--- src/ookpd_pkg.sv ---
package ookpd_pkg;

  // Number of button codes that select a table entry; higher indexes give code zero.
  localparam int CODE_COUNT = 32;
  localparam int ROM_DEPTH  = 32;

  // Stream layout constants.
  localparam int        PRE_BYTES   = 3;
  localparam int        FRAME_PAIRS = 16;
  localparam logic [7:0] PRE_ONES   = 8'hFF;
  localparam logic [7:0] PRE_ZEROS  = 8'h00;
  localparam logic [7:0] MARK_CHIP  = 8'h80;
  localparam logic [3:0] TRAIL_LEN  = 4'd4;
  localparam logic [3:0] BYTE_CHIPS = 4'd8;

  typedef struct packed {
    logic [7:0] pin;
    logic [5:0] key_index;
  } in_item_t;

  typedef struct packed {
    logic [7:0] chip_byte;
    logic [3:0] valid_chips;
    logic       last;
  } out_item_t;

  // Control from the sequencer into the chip packer.
  typedef struct packed {
    logic       adv;
    logic       clr;
    logic [7:0] sym;
    logic [3:0] len;
  } pk_ctrl_t;

  localparam logic [7:0] CODE_ROM [ROM_DEPTH] = '{
    8'h32, 8'h78, 8'h70, 8'h60, 8'hCA, 8'h20, 8'hF2, 8'hA0,
    8'h84, 8'h44, 8'hC4, 8'h30, 8'h80, 8'hB0, 8'hF0, 8'h08,
    8'h88, 8'h48, 8'hC8, 8'h28, 8'hA8, 8'h68, 8'hE8, 8'h18,
    8'h98, 8'h58, 8'hD0, 8'h90, 8'hC0, 8'h50, 8'h10, 8'h40
  };

  // Button code lookup; indexes outside the table give code zero.
  function automatic logic [7:0] code_lookup(input logic [5:0] idx);
    logic [7:0] code;
    code = 8'h00;
    if ((int'(idx) < CODE_COUNT) && (int'(idx) < ROM_DEPTH)) begin
      code = CODE_ROM[idx[4:0]];
    end
    return code;
  endfunction

endpackage

--- src/ook_pulse_distance_frame_encoder_unit.sv ---
// Channel   Direction  Handshake            Payload
// in        input      in_valid / in_stall  in_item  (pin, key_index)
// out       output     out_valid/ out_stall out_item (chip_byte, valid_chips, last)
// cfg       input      cfg_wr_en            cfg_wr_data (sync word)
//
// An item passes through three preamble steps, sixteen steps of two frame
// bits each, a trailer step and sometimes a flush step.
// The chip packer adds a symbol of up to eight chips per cycle unless stalled.
// The sequencer advances only when the output register can take a byte.
// Reset clears the sequencer, the output valid and the sync word to zero.
module ook_pulse_distance_frame_encoder_unit (
  input  logic                 clk,
  input  logic                 rst,
  input  logic                 in_valid,
  output logic                 in_stall,
  input  ookpd_pkg::in_item_t  in_item,
  output logic                 out_valid,
  input  logic                 out_stall,
  output ookpd_pkg::out_item_t out_item,
  input  logic                 cfg_wr_en,
  input  logic [7:0]           cfg_wr_data
);

  typedef enum logic [2:0] {ST_IDLE, ST_PRE, ST_FRAME, ST_TRAIL, ST_FLUSH} state_t;

  localparam logic [3:0] PRE_LAST   = 4'(ookpd_pkg::PRE_BYTES - 1);
  localparam logic [3:0] FRAME_LAST = 4'(ookpd_pkg::FRAME_PAIRS - 1);

  state_t     state;
  logic [3:0] step;
  logic [31:0] frame;
  logic [7:0] sync_word;

  ookpd_pkg::pk_ctrl_t ctrl;
  logic [7:0] head_byte;
  logic [4:0] comb_cnt;
  logic       out_free;
  logic       accept;
  logic [7:0] pin_rev;
  logic [7:0] code;
  logic [3:0] len_hi;
  logic       emit;
  logic       emit_last;
  logic [3:0] emit_cnt;

  assign in_stall = (state != ST_IDLE);
  assign accept   = in_valid && !in_stall;
  assign out_free = !out_valid || !out_stall;

  // Sync word register.
  always_ff @(posedge clk) begin
    if (rst) begin
      sync_word <= '0;
    end else if (cfg_wr_en) begin
      sync_word <= cfg_wr_data;
    end
  end

  // Frame fields: the PIN goes out least significant bit first.
  always_comb begin
    for (int i = 0; i < 8; i++) begin
      pin_rev[i] = in_item.pin[7 - i];
    end
    code = ookpd_pkg::code_lookup(in_item.key_index);
  end

  // Symbol selection and byte emission for the current step.
  always_comb begin
    ctrl      = '0;
    emit      = 1'b0;
    emit_last = 1'b0;
    emit_cnt  = ookpd_pkg::BYTE_CHIPS;
    len_hi    = frame[31] ? 4'd4 : 4'd2;
    case (state)
      ST_PRE: begin
        ctrl.sym = (step == PRE_LAST) ? ookpd_pkg::PRE_ZEROS : ookpd_pkg::PRE_ONES;
        ctrl.len = ookpd_pkg::BYTE_CHIPS;
        emit     = 1'b1;
      end
      ST_FRAME: begin
        // Both a one and a zero start with a mark; only their lengths differ.
        ctrl.sym = ookpd_pkg::MARK_CHIP | (ookpd_pkg::MARK_CHIP >> len_hi);
        ctrl.len = len_hi + (frame[30] ? 4'd4 : 4'd2);
        emit     = (comb_cnt >= 5'd8);
      end
      ST_TRAIL: begin
        ctrl.sym = ookpd_pkg::MARK_CHIP;
        ctrl.len = ookpd_pkg::TRAIL_LEN;
        emit     = 1'b1;
        if (comb_cnt <= 5'd8) begin
          emit_last = 1'b1;
          emit_cnt  = comb_cnt[3:0];
          ctrl.clr  = 1'b1;
        end
      end
      ST_FLUSH: begin
        emit      = 1'b1;
        emit_last = 1'b1;
        emit_cnt  = comb_cnt[3:0];
        ctrl.clr  = 1'b1;
      end
      default: begin
        ctrl = '0;
      end
    endcase
    ctrl.adv = out_free && (state != ST_IDLE);
  end

  ookpd_packer u_packer (
    .clk       (clk),
    .rst       (rst),
    .ctrl      (ctrl),
    .head_byte (head_byte),
    .comb_cnt  (comb_cnt)
  );

  // Sequencer and output register.
  always_ff @(posedge clk) begin
    if (rst) begin
      state     <= ST_IDLE;
      step      <= '0;
      out_valid <= 1'b0;
    end else begin
      if (out_free) begin
        out_valid            <= emit && (state != ST_IDLE);
        out_item.chip_byte   <= head_byte;
        out_item.valid_chips <= emit_cnt;
        out_item.last        <= emit_last;
      end
      case (state)
        ST_IDLE: begin
          if (accept) begin
            frame <= {sync_word, pin_rev, code, ~code};
            step  <= '0;
            state <= ST_PRE;
          end
        end
        ST_PRE: begin
          if (out_free) begin
            if (step == PRE_LAST) begin
              step  <= '0;
              state <= ST_FRAME;
            end else begin
              step <= step + 4'd1;
            end
          end
        end
        ST_FRAME: begin
          if (out_free) begin
            frame <= {frame[29:0], 2'b00};
            if (step == FRAME_LAST) begin
              step  <= '0;
              state <= ST_TRAIL;
            end else begin
              step <= step + 4'd1;
            end
          end
        end
        ST_TRAIL: begin
          if (out_free) begin
            state <= emit_last ? ST_IDLE : ST_FLUSH;
          end
        end
        ST_FLUSH: begin
          if (out_free) begin
            state <= ST_IDLE;
          end
        end
        default: begin
          state <= ST_IDLE;
        end
      endcase
    end
  end

endmodule

--- src/ookpd_packer.sv ---
module ookpd_packer (
  input  logic              clk,
  input  logic              rst,
  input  ookpd_pkg::pk_ctrl_t ctrl,
  output logic [7:0]        head_byte,
  output logic [4:0]        comb_cnt
);

  // Left-aligned chip window and its fill level (always below eight between steps).
  logic [15:0] win;
  logic [4:0]  cnt;
  logic [15:0] comb;

  // Append the symbol right behind the chips already held.
  always_comb begin
    comb      = win | ({ctrl.sym, 8'h00} >> cnt);
    comb_cnt  = cnt + {1'b0, ctrl.len};
    head_byte = comb[15:8];
  end

  // On an advance, a full byte leaves the window whenever eight or more chips are present; a clear empties it.
  always_ff @(posedge clk) begin
    if (rst) begin
      cnt <= '0;
      win <= '0;
    end else if (ctrl.adv) begin
      if (ctrl.clr) begin
        cnt <= '0;
        win <= '0;
      end else if (comb_cnt >= 5'd8) begin
        cnt <= comb_cnt - 5'd8;
        win <= {comb[7:0], 8'h00};
      end else begin
        cnt <= comb_cnt;
        win <= comb;
      end
    end
  end

endmodule
--- config.mk ---
export PLATFORM = sky130hd
export DESIGN_NAME = ook_pulse_distance_frame_encoder_unit
export DESIGN_NICKNAME = d
export VERILOG_FILES = /design/src/ookpd_pkg.sv /design/src/ook_pulse_distance_frame_encoder_unit.sv /design/src/ookpd_packer.sv
export SDC_FILE = /design/constraint.sdc
export NUM_CORES = 1
export LEC_CHECK = 0
export ABC_AREA = 1
export BUFFER_PORTS_ARGS = -buffer_cell sky130_fd_sc_hd__buf_4
export CAP_MARGIN = 10
export CORE_UTILIZATION = 59
export DETAILED_ROUTE_END_ITERATION = 8
export PLACE_DENSITY = 0.79
export SLEW_MARGIN = 0
export SYNTH_ARGS = -nofsm -noshare
export SYNTH_HDL_FRONTEND = slang
export SYNTH_SLANG_ARGS = --single-unit
--- constraint.sdc ---
create_clock -name clk -period 4.6 [get_ports clk]
set_input_delay 0.23 -clock clk [delete_from_list [all_inputs] [get_ports clk]]
set_output_delay 0.23 -clock clk [all_outputs]
set_load 0.02 [all_outputs]
Word-level counts from Yosys, hierarchy flattened
Memories as Yosys holds them, arrays and structs flattened.
Cells that the tools add are included.
W data, S select, Z words.

storage, ports and cells
  register bits = 82
  memory bits (read-only) = 256
  output and inout bits = 15
  logic and storage cells = 88
  memories = 1

memories
  name             words  width  read ports  clocked after memory_dff  write ports  line             source
  (no name shown)  32     8      1           0                         0            ookpd_pkg.sv:47  code = CODE_ROM[idx[4:0]];

operators by class
  $add $sub $neg = 4
  $lt $le $gt $ge = 4
  equality and inequality tests = 13
  shift-type cells = 2
  mux-type cells = 34
  bitwise operators = 4
  reduce and logical (&&, ||, !) cells = 16

operators with widths
  operator               number
  $mux W32               2
  $pmux W32 S2           1
  $pmux W12 S3           1
  $mux W16               2
  $mux W8                4
  $mux W3                10
  $mux W4                6
  $or A16 B16 Y16        1
  $shr A16 B5 Y16        1
  $pmux W3 S5            1
  $ne A2 B2 Y1 const B   7
  $pmux W4 S3            1
  $mux W5                2
  $not A8 Y8             1
  $pmux W4 S2            1
  $reduce_and A4 Y1      2
  $shr A8 B3 Y7 const A  1
  $reduce_and A7 Y1      1
  $eq A3 B2 Y1 const B   2
  $ge A6 B6 Y1 const B   1
  $lt A6 B6 Y1 const B   1
  $not A5 Y6             1
  $reduce_bool A3 Y1     2
  $add A5 B4 Y5          1
  other kinds (19)       24

Longest topological paths before layout
Gate-level depths: netlist of run 1.

  word-level depth = 10
  depth in mapped cells = 20

Hierarchy
A second synthesis of run 1 with hierarchy kept.

second synthesis, totals
  cells, all modules = 623
  area total of the unflattened synthesis = 4729.5 um^2

modules (own cells, without submodules)
  module                                 times used  cells each  area an instance (um^2)
  ook_pulse_distance_frame_encoder_unit  1           346         3005.4
  ookpd_packer                           1           277         1724.2

Least setup slack after synthesis of run 1
No wires, ideal clock.

  path kind = flip-flop to flip-flop
  start = register state[0]
  end = register frame[0] (enable)
  arrival time = 3133 ps
  required time = 4139 ps
  path slack = 1006 ps
  cell stages (with the launch flop) = 6
  buffers on the path = 0
  clock period less this slack = 3594 ps
  path through = dfxtp_1 nor2_2 nand2_2 inv_2 a21oi_1 nor3_1

on the way
  word-level cells in the longest chain between the ends = 5
  elaborated cells on any way between the ends = 9
  those cells by class = eq/ne: 3; reduce/logical: 6

RTL lines
  what                                line                                          source
  from (decl)                         ook_pulse_distance_frame_encoder_unit.sv:29   state_t state;
  from (signal assigned)              ook_pulse_distance_frame_encoder_unit.sv:161  state <= emit_last ? ST_IDLE : ST_FLUSH;
  $reduce_bool A3 Y1                  ook_pulse_distance_frame_encoder_unit.sv:46   assign in_stall = (state != ST_IDLE);
  net in_stall                        ook_pulse_distance_frame_encoder_unit.sv:15   output logic in_stall,
  $logic_not A1 Y1                    ook_pulse_distance_frame_encoder_unit.sv:47   assign accept = in_valid && !in_stall;
  $logic_and A1 B1 Y1                 ook_pulse_distance_frame_encoder_unit.sv:47
  $ne A2 B2 Y1 (no source line)       -
  $reduce_and A4 Y1 (no source line)  -
  to (signal assigned)                ook_pulse_distance_frame_encoder_unit.sv:133  frame <= {sync_word, pin_rev, code, ~code};
  to (signal assigned)                ook_pulse_distance_frame_encoder_unit.sv:150  frame <= {frame[29:0], 2'b00};
  to (decl)                           ook_pulse_distance_frame_encoder_unit.sv:31   logic [31:0] frame;

The timed path passes the listed nets, and every way through them passes these cells.
A chain may end at the register's enable or synchronous reset.

Worst setup path after layout of run 1
  start = register state[0]
  end = register u_packer.win[6]

on the way
  word-level cells in the longest chain between the ends = 7
  elaborated cells on any way between the ends = 16
  those cells by class = add/sub: 1; order compare: 2; eq/ne: 4; shift: 1; mux: 5; bitwise: 1; reduce/logical: 2

RTL lines
  what                                          line                                         source
  $eq A3 B2 Y1 or $eq A3 B1 Y1 (tied branches)  ook_pulse_distance_frame_encoder_unit.sv:74  case (state)
  $pmux W12 S3                                  ook_pulse_distance_frame_encoder_unit.sv:74
  $add A5 B4 Y5                                 ookpd_packer.sv:17                           comb_cnt = cnt + {1'b0, ctrl.len};
  $le A5 B4 Y1                                  ook_pulse_distance_frame_encoder_unit.sv:90  if (comb_cnt <= 5'd8) begin
  $mux W1                                       ook_pulse_distance_frame_encoder_unit.sv:90
  $pmux W1 S2                                   ook_pulse_distance_frame_encoder_unit.sv:74
  $mux W16                                      ookpd_packer.sv:27                           if (ctrl.clr) begin
  to (signal assigned)                          ookpd_packer.sv:32                           win <= {comb[7:0], 8'h00};
  to (signal assigned)                          ookpd_packer.sv:35                           win <= comb;
  to (decl)                                     ookpd_packer.sv:10                           logic [15:0] win;

Several ways; a longest one is shown, not always the timed one.

==> flow_summary_export.csv, run 1 <==
group,metric,value,unit
pwr,vdd_drop_max,0.000308,V
placement,dp.cells,653,
sta,rsz0062_at_grt,"no",
synthesis,synth-seq-area-share,0.471,
routing,drt_iter0_drc,262,
sta,slew_violations,0,
cts,clock-sinks,81,
global_routing,grt_first_pass_wirelength,14900,µm
final_layout,diodes,0,
floorplan,start_util,0.609,
critical_path,cp.required,4.89,ns
critical_path,slowest_stage,"inv_2",
synthesis,netlist_area,0.00440,mm²
run_status,status,"completed",
placement,dpl.hpwl,6700,µm
cts,htreeDepth,3,
floorplan,core-area,0.00721,mm²
synthesis,syn_nets,569,
final_layout,area_growth_syn_to_layout,12.9,%
routing,drcViolationCount,0,
global_routing,global_route.peak_usage_layer,"met2",
critical_path,worstSetupEndpointType,"register",
sta,holdWs,0.0877,ns
min_path,hold_class,"in2reg",
cts,ctsHoldBuffers,0,
placement,place_congestion,0.900,
critical_path,critPathArrivalTime,3.79,ns
pwr,power.density,642,mW/mm²
routing,num_vias,3640,
global_routing,grt_pass1_vias,3303,
global_routing,grt_max_degree,41,
routing,first_pass_iters,5,
cts,cts_tree,"built",
synthesis,synthCells,526,
final_layout,postLayoutCellArea,0.00496,mm²
synthesis,ys_ff_latch,81,
sta,hold_viol,0,
sta,period_share,0.760,
critical_path,criticalPathCategory,"reg2reg",
final_layout,seqCellArea,0.00207,mm²
placement,dpl_cell_area,0.00477,mm²
floorplan,io_pins,42,
cts,cts_buffers,9,
sta,setup_viol,0,
final_layout,mostFrequentLayoutCells,"nand2_1 (161), nor2_1 (46), edfxtp_1 (45)",
global_routing,grtUsageMet1,0.308,
synthesis,syn_avg_cell_area,8.36,µm²
routing,wire_per_inst,13.8,µm
floorplan,chipHeight,88.3,µm
critical_path,crit_path_frequent_cell,"nand2_1",
critical_path,path_buf_inv,5,
cts,post_cts_buffers,0,
cts,clk_latency,0.36,ns
placement,port_buffers,41,
sta,relSlewSlack,0.249,
final_layout,drive_gt1_frac,0.181,
final_layout,utilization,0.688,
final_layout,final_common_cell,"nand2_1",
critical_path,crit_fanout,40,
global_routing,antenna_found_initial,0,
routing,vias_per_cell,5.44,
critical_path,start_kind,"register",
global_routing,met2_usage,0.429,
pwr,finalPower,3.19,mW
critical_path,worstPathCellList,"inv_2, nand3_4, inv_2, nand2_1, nand2_1, ha_1, a21oi_1, nand3_1, nand2_1, inv_1, ha_1, inv_1, nand3_1, nand2_2, nand3_4, inv_2, nand2_1, a21oi_1",
cts,cts_resized,0,
synthesis,yosys_warnings,0,
floorplan,rows,31,
sta,fin_crit,3.50,ns
synthesis,yosys.cell_types.count,49,
cts,root_buffer,"clkbuf_8",
final_layout,multiInputGateArea,0.00207,mm²
final_layout,finalNonFillerCells,669,
final_layout,finish.net_count,608,
global_routing,grtUsageTotal,0.251,
floorplan,die_w,88.3,µm
cts,clkTransAtPathRegs,0.09,ns
cts,clk_path_buf_depth,2,
placement,pre_cts_ws,1.15,ns
sta,fmax,286,MHz
critical_path,cpPeakStageDelay,0.52,ns
critical_path,path_delay_family,"simple AND/OR/NAND/NOR gates",
global_routing,grtUsageMet3,0.0476,
routing,ant_nets,0,
routing,routed_wl,9210,µm
run,drv_cap,0,
sta,tns,0,ns
global_routing,grt.overflow.total,0,
sta,worst_slew_pin_slew,1.12,ns
sta,setup_ws,1.10,ns
floorplan,dieArea,0.00780,mm²
pwr,power_leakage,2.15,nW
sta,fin_skew,0.0111,ns
final_layout,final.fill_count,609,
## synthesized netlist by cell type (all sizes together)
library cell / instances / area (µm²)
a21o: 3 / 22.5
or2: 1 / 6.26
clkbuf: 8 / 32.5
o22ai: 2 / 26.3
o21ai: 30 / 165
a31oi: 3 / 18.8
edfxtp: 45 / 1350
dfxtp: 36 / 721
o21bai: 3 / 22.5
ha: 15 / 188
a211oi: 2 / 20.0
a21oi: 37 / 204
inv: 49 / 184
buf: 6 / 38.8
o211ai: 2 / 15.0
o221ai: 1 / 8.76
o41ai: 1 / 8.76
nor3: 4 / 31.3
nand2: 168 / 663
clkinv: 1 / 5.00
fa: 1 / 20.0
xnor2: 1 / 8.76
a211o: 1 / 8.76
o311ai: 2 / 17.5
nor2: 56 / 298
xor2: 1 / 8.76
o21a: 7 / 52.6
nand4: 1 / 6.26
conb: 1 / 3.75
nand3: 37 / 233
a21boi: 1 / 7.51
## worst paths after layout
kind | cells after the start | to | slack (ns) | from
worst max-delay path | 18 | u_packer.win[6]$_SDFFE_PP0P_ | 1.10 | state[0]$_SDFFE_PP0P_
worst min-delay path | 3 | sync_word[3]$_SDFFE_PP0P_ | 0.09 | cfg_wr_data[3]
worst max register to register | 18 | u_packer.win[6]$_SDFFE_PP0P_ | 1.10 | state[0]$_SDFFE_PP0P_
worst min register to register | 2 | u_packer.win[1]$_SDFFE_PP0P_ | 0.47 | u_packer.win[1]$_SDFFE_PP0P_
## per-layer routing
metal  vias up  wire length (µm)
met3        25               439
met1      1671              3990
met4         0               248
met2       123              4530
li1       1821                 -
met5         -                 0
## sequential cells by signal, summed over array words and instances (netlist names)
register	cells
frame	32
u_packer.win	16
out_item	13
sync_word	8
step	4
u_packer.cnt	4
state	3
out_valid	1
## cell type report
type	count	share of cell area
Sequential cell	81	0.417
Multi-Input combinational cell	381	0.417
Clock inverter	6	0.00932
Tap cell	99	0.0249
Clock buffer	10	0.0300
Inverter	50	0.0381
Timing Repair Buffer	42	0.0635
## worst register-to-register path: stages, from the launching register on
cell and delay (ns):
dfxtp_1 0.41, inv_2 0.15, nand3_4 0.38, inv_2 0.55, nand2_1 0.10, nand2_1 0.08, ha_1 0.26, a21oi_1 0.20
nand3_1 0.13, nand2_1 0.11, inv_1 0.05, ha_1 0.21, inv_1 0.07, nand3_1 0.08, nand2_2 0.19, nand3_4 0.17
inv_2 0.13, nand2_1 0.05, a21oi_1 0.12
## kinds of logic (layout without fill, tap and decap cells)
kind of cell,Yosys count,after routing,synth area share
flops,81,81,0.471
buf+inv,64,108,0.0592
xor+xnor,2,2,0.00398
simple gates,267,267,0.281
fa+ha+maj,16,16,0.0472
compound gates,95,95,0.136
other cells,1,1,0.000853
## power by group
group	internal, mW	total [mW]	leakage [nW]	switching, mW
clock	0.234	0.515	0.103	0.281
combinational	0.512	1.57	1.33	1.06
sequential	0.996	1.10	0.716	0.101
Power figures use the tool's default switching activity.
==> inputs of run 2 (changes only) <==
--- a/config.mk
+++ b/config.mk
@@ -5,12 +5,12 @@
 export SDC_FILE = /design/constraint.sdc
 export NUM_CORES = 1
 export LEC_CHECK = 0
-export ABC_AREA = 1
+export ABC_AREA = 0
 export BUFFER_PORTS_ARGS = -buffer_cell sky130_fd_sc_hd__buf_4
 export CAP_MARGIN = 10
-export CORE_UTILIZATION = 59
+export CORE_UTILIZATION = 53
 export DETAILED_ROUTE_END_ITERATION = 8
-export PLACE_DENSITY = 0.79
+export PLACE_DENSITY = 0.76
 export SLEW_MARGIN = 0
 export SYNTH_ARGS = -nofsm -noshare
 export SYNTH_HDL_FRONTEND = slang
==> constraint.sdc (replaced) <==
create_clock -name clk -period 2.9 [get_ports clk]
set_input_delay 0.145 -clock clk [delete_from_list [all_inputs] [get_ports clk]]
set_output_delay 0.145 -clock clk [all_outputs]
set_load 0.02 [all_outputs]
==> flow_summary_export.csv, run 2 <==
group,metric,value,unit
run_status,status,"finished with violations",
run_status,violations,"setup timing",
placement,place_congestion,0.845,
routing,routed_wl,9870,µm
synthesis,synth_async_sr_flop_share,0,
min_path,hold_class,"in2reg",
final_layout,largest_reg_flops,32,
critical_path,path_buf_inv,2,
sta,fmax,310,MHz
floorplan,core-area,0.00773,mm²
routing,drcViolationCount,0,
critical_path,crit_fanout,5,
synthesis,syn_avg_cell_area,9.28,µm²
sta,tns,-4.14,ns
sta,hold_viol,0,
placement,port_buffers,41,
routing,wire_per_inst,15.5,µm
floorplan,dieArea,0.00836,mm²
critical_path,worstSetupEndpointType,"register",
placement,dpl.hpwl,6470,µm
critical_path,critPathArrivalTime,3.48,ns
floorplan,rows,32,
critical_path,crit_path_start,"frame[30]$_DFFE_PP_",
sta,rsz0062_at_grt,"yes",
synthesis,ys_ff_latch,81,
run,drv_cap,0,
placement,pre_cts_ws,-0.478,ns
cts,clock-sinks,81,
critical_path,cpPeakStageDelay,0.54,ns
synthesis,syn_nets,500,
final_layout,multiInputGateArea,0.00221,mm²
critical_path,cp.depth,12,
final_layout,diodes,0,
cts,ctsHoldBuffers,0,
sta,slew_violations,0,
synthesis,netlist_area,0.00424,mm²
sta,period_share,1.11,
final_layout,mostFrequentLayoutCells,"nand2_1 (78), buf_4 (73), nor2_1 (51)",
pwr,pwr-share-seq,0.303,
pwr,power.density,989,mW/mm²
pwr,p_sw,2.07,mW
critical_path,cp.required,3.16,ns
final_layout,final_common_cell,"nand2_1",
global_routing,antenna_found_initial,0,
synthesis,synthCells,457,
critical_path,endpoint,"u_packer.win[10]$_SDFFE_PP0P_",
routing,vias_per_cell,5.60,
critical_path,criticalPathCategory,"reg2reg",
routing,ant_nets,0,
routing,first_pass_iters,5,
global_routing,grt_pass1_vias,3257,
floorplan,chipHeight,91.5,µm
sta,holdWs,0.0185,ns
floorplan,io_pins,42,
critical_path,r2r-start,"frame[30]$_DFFE_PP_",
final_layout,utilization,0.695,
synthesis,synthDominantCellAreaShare,0.319,
synthesis,synth_top_cell_by_area,"edfxtp_1",
sta,worst_slew_pin_slew,0.660,ns
sta,fin_skew,0.0127,ns
global_routing,grt_first_pass_wirelength,15900,µm
cts,cts_buffers,9,
critical_path,slowest_stage,"or4_4",
routing,drt_iter0_drc,234,
pwr,p_int,3.24,mW
pwr,vdd_drop_max,0.000523,V
synthesis,synth.most_common_cell,"nand2_1",
synthesis,yosys.cell_types.count,61,
critical_path,timing.rr.end,"u_packer.win[10]$_SDFFE_PP0P_",
cts,clk_latency,0.36,ns
synthesis,synth.area.top_cells,"edfxtp_1 (32%), dfxtp_1 (17%), nand2_1 (7.1%)",
critical_path,rrSetupSlack,-0.32,ns
pwr,power_leakage,2.19,nW
cts,cts_tree,"built",
synthesis,yosys_warnings,0,
synthesis,synth-seq-area-share,0.488,
final_layout,finish.net_count,571,
sta,fin_crit,3.22,ns
final_layout,area_growth_syn_to_layout,26.6,%
final_layout,seqCellArea,0.00207,mm²
sta,setup_ws,-0.323,ns
cts,clkTransAtPathRegs,0.09,ns
synthesis,ys_top_cells_by_count,"nand2_1 (80), nor2_1 (52), edfxtp_1 (45)",
floorplan,die_w,91.5,µm
pwr,pwr-share-clk,0.174,
critical_path,start_kind,"register",
critical_path,path_delay_family,"simple AND/OR/NAND/NOR gates",
cts,htreeDepth,3,
pwr,combPwrFrac,0.523,
final_layout,regMostFlops,"frame",
sta,relSlewSlack,0.557,
final_layout,drive_gt1_frac,0.265,
floorplan,start_util,0.549,
sta,setup_viol,22,
cts,clk_path_buf_depth,2,
final_layout,largestRegisters,"frame x32, u_packer.win x16, out_item x13",
synthesis,dominantRegCellSynth,"edfxtp_1",
global_routing,grt_max_degree,40,
critical_path,r2r_cells,12,
critical_path,worstPathCellList,"ha_4, and2_4, ha_4, inv_2, fa_2, xnor2_2, inv_2, or4_4, and3b_1, or2_4, nor2b_4, a221o_1",
synthesis,synth_edf_count,45,
global_routing,grt.overflow.total,0,
global_routing,grtUsageTotal,0.244,
routing,num_vias,3555,
final_layout,final.fill_count,566,
pwr,switching_share,0.390,
cts,root_buffer,"clkbuf_8",
-- run 2: worst reg2reg max path: stages (launching register included) --
cell and delay (ns):
edfxtp_1 0.46, ha_4 0.29, and2_4 0.15, ha_4 0.13, inv_2 0.03, fa_2 0.35
xnor2_2 0.17, inv_2 0.05, or4_4 0.54, and3b_1 0.22, or2_4 0.24, nor2b_4 0.14
a221o_1 0.35
-- run 2: power groups by stage --
stage          sequential, mW  combinational, mW  clock (mW)
3_5_place_dp             1.63               2.29           0
4_1_cts                  1.60               2.52       0.926
6_report                 1.61               2.78       0.921
3_3_place_gp             1.62               2.24           0
5_1_grt                  1.63               3.00       0.979
2_1_floorplan            1.71               1.43           0
-- run 2: worst min path at each step --
stage | start | slack [ns] | cells past startpoint | end
global route | cfg_wr_data[2] | 0.01 | 3 | sync_word[2]$_SDFFE_PP0P_
global placement | cfg_wr_data[3] | 0.38 | 3 | sync_word[3]$_SDFFE_PP0P_
detailed placement | cfg_wr_data[6] | 0.39 | 3 | sync_word[6]$_SDFFE_PP0P_
CTS | cfg_wr_data[6] | 0.01 | 3 | sync_word[6]$_SDFFE_PP0P_
floorplan | cfg_wr_data[0] | 0.29 | 2 | sync_word[0]$_SDFFE_PP0P_
finish | cfg_wr_data[6] | 0.02 | 3 | sync_word[6]$_SDFFE_PP0P_
-- run 2: area by class of cell --
cell class / count / share of cell area
timing repair buffer: 84 / 0.127
tap: 102 / 0.0238
inverter: 14 / 0.00979
clock buffer: 10 / 0.0238
sequential: 81 / 0.386
multi-input combinational: 338 / 0.412
clock inverter: 6 / 0.0165
-- run 2: layer usage --
layer,vias up,wire (µm),track usage
met1,1659,4540,0.332
met5,-,0,0
met3,14,512,0.0603
li1,1774,-,-
met4,0,167,0.0820
met2,108,4660,0.378
-- run 2: through the flow --
stage          cells  power (mW)  area, µm²
3_5_place_dp     608        3.92       4880
3_3_place_gp     608        3.86       4880
4_1_cts          629        5.05       5210
2_1_floorplan    457        3.13       4310
6_report         635        5.31       5370
5_1_grt          635        5.61       5370
-- run 2: cell families after synthesis --
logic type               count (synthesis)  share of synthesized area
buffers and inverters                   38                     0.0339
AND/OR/NAND/NOR                        204                      0.224
adder cells (fa/ha/maj)                 16                     0.0490
flip-flops                              81                      0.488
XOR/XNOR                                 7                     0.0162
other                                    1                   0.000884
AO/OA/AOI/OAI                           97                      0.156
multiplexers                            13                     0.0313
-- run 2: timing repair --
action / 4_1_cts / 5_1_grt
buffers inserted: 5 / 7
gates resized for setup: 17 / 22
endpoints found under the setup margin: 25 / 25
pin swaps: 15 / 21
hold endpoints to repair: 0 / 0
